`src/mht_pkg.sv`:
```
package mht_pkg;

    localparam int CAPACITY_DEFAULT = 64;
    localparam int DATA_W = 32;

    localparam logic [1:0] FUNC_INSERT = 2'd0;
    localparam logic [1:0] FUNC_REMOVE = 2'd1;
    localparam logic [1:0] FUNC_SEARCH = 2'd2;

    localparam logic [1:0] STATUS_OK        = 2'd0;
    localparam logic [1:0] STATUS_NOT_FOUND = 2'd1;
    localparam logic [1:0] STATUS_FULL      = 2'd2;

    typedef enum logic [3:0] {
        ST_IDLE,
        ST_SCAN,
        ST_SCAN_CHK,
        ST_SHIFT,
        ST_SHIFT_WR,
        ST_REBUILD,
        ST_SD_TEST,
        ST_SD_NODE,
        ST_SD_LEFT,
        ST_SD_RIGHT,
        ST_SD_SWAP,
        ST_SD_SWAP2,
        ST_FIN,
        ST_FIN_ROOT,
        ST_FIN_SCAN,
        ST_FIN_CMP
    } state_t;

endpackage

```
`src/mht_ram.sv`:
```
module mht_ram #(
    parameter int WIDTH = 32,
    parameter int DEPTH = 64
) (
    input  logic                     clk,
    input  logic                     wr_en,
    input  logic [$clog2(DEPTH)-1:0] wr_addr,
    input  logic [WIDTH-1:0]         wr_data,
    input  logic [$clog2(DEPTH)-1:0] rd_addr,
    output logic [WIDTH-1:0]         rd_data
);

    logic [WIDTH-1:0] mem [DEPTH];

    always_ff @(posedge clk)
    begin
        if (wr_en)
        begin
            mem[wr_addr] <= wr_data;
        end
        rd_data <= mem[rd_addr];
    end

endmodule

```
`src/min_heap_table.sv`:
```
// Binary min heap kept in array order in one single-port-read, single-port-write
// RAM. A transaction is taken when start is high and busy is low; its one result
// appears for a single cycle with done high and must be captured then, since the
// block cannot be held off. Every read goes through the one RAM read port, so
// an item takes as long as the work on it: search scans the entries in order
// up to a match or the end, insert rebuilds the heap with a sift-down from each
// parent, roughly N/2 of them (N the count), and remove does the search, shifts
// the later entries down by one index, then the same rebuild. Every operation
// ends with a scan of the leaves for the maximum; the smallest is the root. The
// smallest and largest outputs are set to zero when an operation leaves the heap
// empty.
module min_heap_table #(
    parameter int CAPACITY = mht_pkg::CAPACITY_DEFAULT
) (
    input  logic                              clk,
    input  logic                              rst_n,
    input  logic                              start,
    output logic                              busy,
    input  logic [1:0]                        func,
    input  logic signed [31:0]                value,
    output logic                              done,
    output logic [1:0]                        status,
    output logic [$clog2(CAPACITY)-1:0]       found_index,
    output logic signed [31:0]                smallest,
    output logic signed [31:0]                largest,
    output logic [$clog2(CAPACITY+1)-1:0]     entry_count,
    output logic                              is_empty
);

    localparam int AW = $clog2(CAPACITY);
    localparam int CW = $clog2(CAPACITY + 1);
    localparam int DW = mht_pkg::DATA_W;

    mht_pkg::state_t state_reg, state_next;
    logic [1:0]    func_reg, func_next;
    logic [DW-1:0] value_reg, value_next;
    logic [CW-1:0] count_reg, count_next;
    logic [CW-1:0] k_reg, k_next;
    logic [CW-1:0] node_reg, node_next;
    logic [CW-1:0] best_reg, best_next;
    logic [DW-1:0] nval_reg, nval_next;
    logic [DW-1:0] bval_reg, bval_next;
    logic [1:0]    status_reg, status_next;
    logic [AW-1:0] index_reg, index_next;
    logic [DW-1:0] small_reg, small_next;
    logic [DW-1:0] large_reg, large_next;
    logic          done_reg, done_next;

    logic          wr_en;
    logic [AW-1:0] wr_addr;
    logic [DW-1:0] wr_data;
    logic [AW-1:0] rd_addr;
    logic [DW-1:0] rd_data;

    logic [CW:0]   lchild;
    logic [CW:0]   rchild;
    logic [CW:0]   count_ext;

    assign lchild    = {node_reg, 1'b1};
    assign rchild    = lchild + 1'b1;
    assign count_ext = {1'b0, count_reg};

    mht_ram #(
        .WIDTH (DW),
        .DEPTH (CAPACITY)
    ) u_ram (
        .clk     (clk),
        .wr_en   (wr_en),
        .wr_addr (wr_addr),
        .wr_data (wr_data),
        .rd_addr (rd_addr),
        .rd_data (rd_data)
    );

    always_ff @(posedge clk or negedge rst_n)
    begin
        if (!rst_n)
        begin
            state_reg <= mht_pkg::ST_IDLE;
            count_reg <= '0;
            done_reg  <= 1'b0;
        end
        else
        begin
            state_reg <= state_next;
            count_reg <= count_next;
            done_reg  <= done_next;
        end
    end

    always_ff @(posedge clk)
    begin
        func_reg   <= func_next;
        value_reg  <= value_next;
        k_reg      <= k_next;
        node_reg   <= node_next;
        best_reg   <= best_next;
        nval_reg   <= nval_next;
        bval_reg   <= bval_next;
        status_reg <= status_next;
        index_reg  <= index_next;
        small_reg  <= small_next;
        large_reg  <= large_next;
    end

    always_comb
    begin
        state_next  = state_reg;
        func_next   = func_reg;
        value_next  = value_reg;
        count_next  = count_reg;
        k_next      = k_reg;
        node_next   = node_reg;
        best_next   = best_reg;
        nval_next   = nval_reg;
        bval_next   = bval_reg;
        status_next = status_reg;
        index_next  = index_reg;
        small_next  = small_reg;
        large_next  = large_reg;
        done_next   = 1'b0;
        wr_en       = 1'b0;
        wr_addr     = '0;
        wr_data     = nval_reg;
        rd_addr     = '0;

        case (state_reg)
            mht_pkg::ST_IDLE:
            begin
                if (start)
                begin
                    func_next   = func;
                    value_next  = value;
                    status_next = mht_pkg::STATUS_OK;
                    index_next  = '0;
                    k_next      = '0;
                    case (func)
                        mht_pkg::FUNC_INSERT:
                        begin
                            if (count_reg == CW'(CAPACITY))
                            begin
                                status_next = mht_pkg::STATUS_FULL;
                                state_next  = mht_pkg::ST_FIN;
                            end
                            else
                            begin
                                wr_en      = 1'b1;
                                wr_addr    = count_reg[AW-1:0];
                                wr_data    = value;
                                count_next = count_reg + 1'b1;
                                state_next = mht_pkg::ST_REBUILD;
                            end
                        end
                        mht_pkg::FUNC_REMOVE,
                        mht_pkg::FUNC_SEARCH:
                        begin
                            state_next = mht_pkg::ST_SCAN;
                        end
                        default:
                        begin
                            state_next = mht_pkg::ST_FIN;
                        end
                    endcase
                end
            end

            mht_pkg::ST_SCAN:
            begin
                if (k_reg == count_reg)
                begin
                    status_next = mht_pkg::STATUS_NOT_FOUND;
                    state_next  = mht_pkg::ST_FIN;
                end
                else
                begin
                    rd_addr    = k_reg[AW-1:0];
                    state_next = mht_pkg::ST_SCAN_CHK;
                end
            end

            mht_pkg::ST_SCAN_CHK:
            begin
                if (rd_data == value_reg)
                begin
                    if (func_reg == mht_pkg::FUNC_SEARCH)
                    begin
                        index_next = k_reg[AW-1:0];
                        state_next = mht_pkg::ST_FIN;
                    end
                    else
                    begin
                        state_next = mht_pkg::ST_SHIFT;
                    end
                end
                else
                begin
                    k_next     = k_reg + 1'b1;
                    state_next = mht_pkg::ST_SCAN;
                end
            end

            mht_pkg::ST_SHIFT:
            begin
                if (({1'b0, k_reg} + 1'b1) < count_ext)
                begin
                    rd_addr    = AW'(k_reg + 1'b1);
                    state_next = mht_pkg::ST_SHIFT_WR;
                end
                else
                begin
                    count_next = count_reg - 1'b1;
                    state_next = mht_pkg::ST_REBUILD;
                end
            end

            mht_pkg::ST_SHIFT_WR:
            begin
                wr_en      = 1'b1;
                wr_addr    = k_reg[AW-1:0];
                wr_data    = rd_data;
                k_next     = k_reg + 1'b1;
                state_next = mht_pkg::ST_SHIFT;
            end

            mht_pkg::ST_REBUILD:
            begin
                k_next     = count_reg >> 1;
                node_next  = count_reg >> 1;
                state_next = mht_pkg::ST_SD_TEST;
            end

            mht_pkg::ST_SD_TEST:
            begin
                if (lchild >= count_ext)
                begin
                    // This subtree is in order; move on to the next parent, or finish after the root.
                    if (k_reg == '0)
                    begin
                        state_next = mht_pkg::ST_FIN;
                    end
                    else
                    begin
                        k_next    = k_reg - 1'b1;
                        node_next = k_reg - 1'b1;
                    end
                end
                else
                begin
                    rd_addr    = node_reg[AW-1:0];
                    state_next = mht_pkg::ST_SD_NODE;
                end
            end

            mht_pkg::ST_SD_NODE:
            begin
                nval_next  = rd_data;
                rd_addr    = lchild[AW-1:0];
                state_next = mht_pkg::ST_SD_LEFT;
            end

            mht_pkg::ST_SD_LEFT:
            begin
                best_next = node_reg;
                bval_next = nval_reg;
                if ($signed(rd_data) < $signed(nval_reg))
                begin
                    best_next = lchild[CW-1:0];
                    bval_next = rd_data;
                end
                if (rchild < count_ext)
                begin
                    rd_addr    = rchild[AW-1:0];
                    state_next = mht_pkg::ST_SD_RIGHT;
                end
                else
                begin
                    state_next = mht_pkg::ST_SD_SWAP;
                end
            end

            mht_pkg::ST_SD_RIGHT:
            begin
                if ($signed(rd_data) < $signed(bval_reg))
                begin
                    best_next = rchild[CW-1:0];
                    bval_next = rd_data;
                end
                state_next = mht_pkg::ST_SD_SWAP;
            end

            mht_pkg::ST_SD_SWAP:
            begin
                if (best_reg == node_reg)
                begin
                    if (k_reg == '0)
                    begin
                        state_next = mht_pkg::ST_FIN;
                    end
                    else
                    begin
                        k_next     = k_reg - 1'b1;
                        node_next  = k_reg - 1'b1;
                        state_next = mht_pkg::ST_SD_TEST;
                    end
                end
                else
                begin
                    wr_en      = 1'b1;
                    wr_addr    = best_reg[AW-1:0];
                    wr_data    = nval_reg;
                    state_next = mht_pkg::ST_SD_SWAP2;
                end
            end

            mht_pkg::ST_SD_SWAP2:
            begin
                wr_en      = 1'b1;
                wr_addr    = node_reg[AW-1:0];
                wr_data    = bval_reg;
                node_next  = best_reg;
                state_next = mht_pkg::ST_SD_TEST;
            end

            mht_pkg::ST_FIN:
            begin
                if (count_reg == '0)
                begin
                    small_next = '0;
                    large_next = '0;
                    done_next  = 1'b1;
                    state_next = mht_pkg::ST_IDLE;
                end
                else
                begin
                    rd_addr    = '0;
                    state_next = mht_pkg::ST_FIN_ROOT;
                end
            end

            mht_pkg::ST_FIN_ROOT:
            begin
                small_next = rd_data;
                large_next = rd_data;
                k_next     = count_reg >> 1;
                state_next = mht_pkg::ST_FIN_SCAN;
            end

            mht_pkg::ST_FIN_SCAN:
            begin
                if (k_reg < count_reg)
                begin
                    rd_addr    = k_reg[AW-1:0];
                    state_next = mht_pkg::ST_FIN_CMP;
                end
                else
                begin
                    done_next  = 1'b1;
                    state_next = mht_pkg::ST_IDLE;
                end
            end

            mht_pkg::ST_FIN_CMP:
            begin
                if ($signed(large_reg) < $signed(rd_data))
                begin
                    large_next = rd_data;
                end
                k_next     = k_reg + 1'b1;
                state_next = mht_pkg::ST_FIN_SCAN;
            end

            default:
            begin
                state_next = mht_pkg::ST_IDLE;
            end
        endcase
    end

    assign busy        = (state_reg != mht_pkg::ST_IDLE);
    assign done        = done_reg;
    assign status      = status_reg;
    assign found_index = index_reg;
    assign smallest    = small_reg;
    assign largest     = large_reg;
    assign entry_count = count_reg;
    assign is_empty    = (count_reg == '0);

endmodule
```
`config.mk`:
```
export PLATFORM = sky130hd
export DESIGN_NAME = min_heap_table
export DESIGN_NICKNAME = d
export VERILOG_FILES = /design/src/mht_pkg.sv /design/src/mht_ram.sv /design/src/min_heap_table.sv
export SDC_FILE = /design/constraint.sdc
export NUM_CORES = 2
export LEC_CHECK = 0
export BUFFER_PORTS_ARGS = -buffer_cell sky130_fd_sc_hd__clkbuf_2
export CAP_MARGIN = 20
export CORE_ASPECT_RATIO = 1.25
export CORE_MARGIN = 4
export CORE_UTILIZATION = 40
export DETAILED_ROUTE_END_ITERATION = 10
export HOLD_SLACK_MARGIN = 0.06
export RECOVER_POWER = 100
export SYNTH_ARGS = -nofsm -noshare
export SYNTH_HDL_FRONTEND = slang
export SYNTH_SLANG_ARGS = --single-unit
```
`constraint.sdc`:
```
create_clock -name clk -period 8.46 [get_ports clk]
set_input_delay 0 -clock clk [delete_from_list [all_inputs] [get_ports clk]]
set_output_delay 0 -clock clk [all_outputs]
set_load 0.1 [all_outputs]
```
==> results_dict.tcl <==
set metrics [dict create \
    status "complete, but fails checks" \
    violations "capacitance limit, slew limit" \
    synthFlopType "edfxtp_1" \
    grt_use_met2 0.362 \
    avgSynthCellArea_um2 20.2 \
    combPwrFrac 0.346 \
    hold_viol 0 \
    met1_usage 0.284 \
    setup_violations 0 \
    hp-class "in -> reg" \
    p_int_mw 25.3 \
    fmax_mhz 139 \
    finalWorstSetupSlack_ns 1.29 \
    ys_seq_elements 2283 \
    maxCapViolCount 32 \
    ys_types 63 \
    nets 4978 \
    yosysSeqAreaShare 0.754 \
    layout.cells.non_filler 7925 \
    die_height_um 540 \
    initial_core_util 0.403 \
    grt_max_degree 69 \
    cts_setup_buffers 0 \
    dr.pass1.iters 6 \
    drt_iter0_drc 5716 \
    cp.required_ns 8.92 \
    h-tree-depth 4 \
    rsz0062_at_grt "false" \
    totalWireLength_um 251000 \
    yosysTopAreaCellShare 0.744 \
    wl_per_cell_um 31.6 \
    grt_pass1_wl_um 358000 \
    setup-tns-final_ns 0 \
    startpoint_type "register" \
    met3_usage 0.0303 \
    clk_pin_slew_worst_paths_ns 0.06 \
    gp_congestion 0.902 \
    area_growth_pct 13.8 \
    syn-instance-count 4478 \
    p_leak_nw 33.1 \
    worstSetupPathType "reg -> reg" \
    dp.cells 7459 \
    yosys_warnings 0 \
    die_area_um2 234000 \
    final_util 0.458 \
    fin_crit_ns 7.17 \
    slew_violations 1565 \
    coreArea_um2 224000 \
    cts_tree "yes" \
    rows 194 \
    post-place-ws_ns 2.44 \
    yosysTopAreaCell "edfxtp_1" \
    ant_nets 0 \
    min_period_over_period 0.848 \
    final_common_cell "edfxtp_1" \
    tightest_slew_ns 3.11 \
    viasPerCell 5.95 \
    top_register "u_ram.mem" \
    place.port_buffers 118 \
    drive_gt1_frac 0.206 \
    yosys-top-cells-area "edfxtp_1 (74%), mux4_2 (13%), a22oi_1 (2.2%), ha_1 (1.8%), a21oi_1 (0.96%)" \
    clockPowerShare 0.250 \
    swShare 0.347 \
    synth_nets 4646 \
    dp_hpwl_um 145000 \
    cts_buffers 213 \
    cts.sink_count 2283 \
    power_frac_seq 0.404 \
    chipWidth_um 433 \
    synth-edff-count 2239 \
    clockBufferDepth 4 \
    clock_latency_ns 0.87 \
    grtUsageTotal 0.212 \
    vdd_drop_max_v 0.000351 \
    num_vias 47200 \
    placed_cell_area_um2 95700 \
    antenna_found_initial 12 \
    power_density_nw_per_um2 376 \
    skew_ns 0.0575 \
    crit_fanout 49 \
    ioPinCount 119 \
    total_power_mw 38.7 \
    syn_area_um2 90400 \
    largest_reg_flops 2048 \
    cts_hold_buffers 72 \
    worstPathArrival_ns 7.63 \
    top_usage_layer "met2" \
    grt_pass1_vias 48000 \
    synth-async-reset-ratio 0.00526 \
    grt.overflow.total 0 \
    nFillCells 18900 \
    stdcell_area_um2 103000 \
    cp-end-kind "register" \
    hold_ws_ns 0.194 \
    layout_common_cells "edfxtp_1 (2239), mux4_2 (512), a22oi_1 (263), clkbuf_16 (218), clkbuf_1 (198)" \
    root_buffer "clkbuf_16" \
    p_sw_mw 13.4 \
    slew_headroom -1.07 \
    drc 0 \
    cts_resized 0 \
]
## final cells by class
type	instances	area, um^2	area share
Antenna cell	6	15.0	0.000146
Inverter	124	465	0.00453
Sequential cell	2283	68200	0.663
Tap cell	2940	3680	0.0358
Clock buffer	269	5650	0.0549
Timing Repair Buffer	355	2410	0.0234
Clock inverter	115	1250	0.0121
Multi-Input combinational cell	1833	21200	0.206
## per-layer routing
layer | share of wire | wire, um
met1 | 0.39 | 98500
met4 | 0.030 | 7420
met5 | 0.000052 | 13
met2 | 0.51 | 127000
met3 | 0.072 | 18000
## cells in the mapped netlist, drive strengths merged (13+ instances only)
cell	instances
nand3	29
nor3	17
or4	32
clkbuf	141
nand2	124
and3	53
mux2i	36
a21oi	173
a222oi	39
ha	130
o21ai	27
mux4	512
nand4	30
a21o	55
buf	97
xnor2	54
dfxtp	32
inv	124
nand2b	13
edfxtp	2239
a22oi	263
nor2	142
## worst paths after layout
kind | start | endpoint | slack [ns] | depth (start not counted)
min reg2reg | best_reg[6]$_DFFE_PP_ | node_reg[6]$_SDFFCE_PP0P_ | 0.57 | 2
min in group asynchronous | rst_n | entry_count[5]$_DFFE_PN0P_ | 0.24 | 3
max | state_reg[0]$_DFFE_PN0P_ | u_ram.mem[51][24]$_DFFE_PP_ | 1.29 | 8
max in group asynchronous | rst_n | done$_DFF_PN0_ | 7.83 | 3
min | start | state_reg[0]$_DFFE_PN0P_ | 0.19 | 4
max reg2reg | state_reg[0]$_DFFE_PN0P_ | u_ram.mem[51][24]$_DFFE_PP_ | 1.29 | 8
## kinds of logic after synthesis
family,count (synthesis),synth area share
xor+xnor,62,0.00601
simple gates,478,0.0259
mux,549,0.132
flops,2283,0.754
compound gates,613,0.0470
fa+ha+maj,131,0.0182
buf+inv,362,0.0170
## power groups by stage
| stage | Sequential [mW] | Combinational, mW | Clock [mW] |
|---|---|---|---|
| after floorplan | 15.7 | 8.52 | 0 |
| after CTS | 15.5 | 13.6 | 9.80 |
| after detailed placement | 15.8 | 13.5 | 0 |
| after global routing | 15.7 | 14.3 | 10.3 |
| final | 15.6 | 13.4 | 9.66 |
| after global placement | 15.7 | 13.3 | 0 |
## worst max-delay path: stages, from the launching register on
cell	delay [ns]
dfrtp_1	0.83
nand2_1	0.30
nor2_4	0.16
clkbuf_1	1.81
a22oi_1	0.41
and3_1	0.44
or3_1	0.75
nor2_1	0.93
clkbuf_2	1.09
Power figures use the tool's default switching activity.
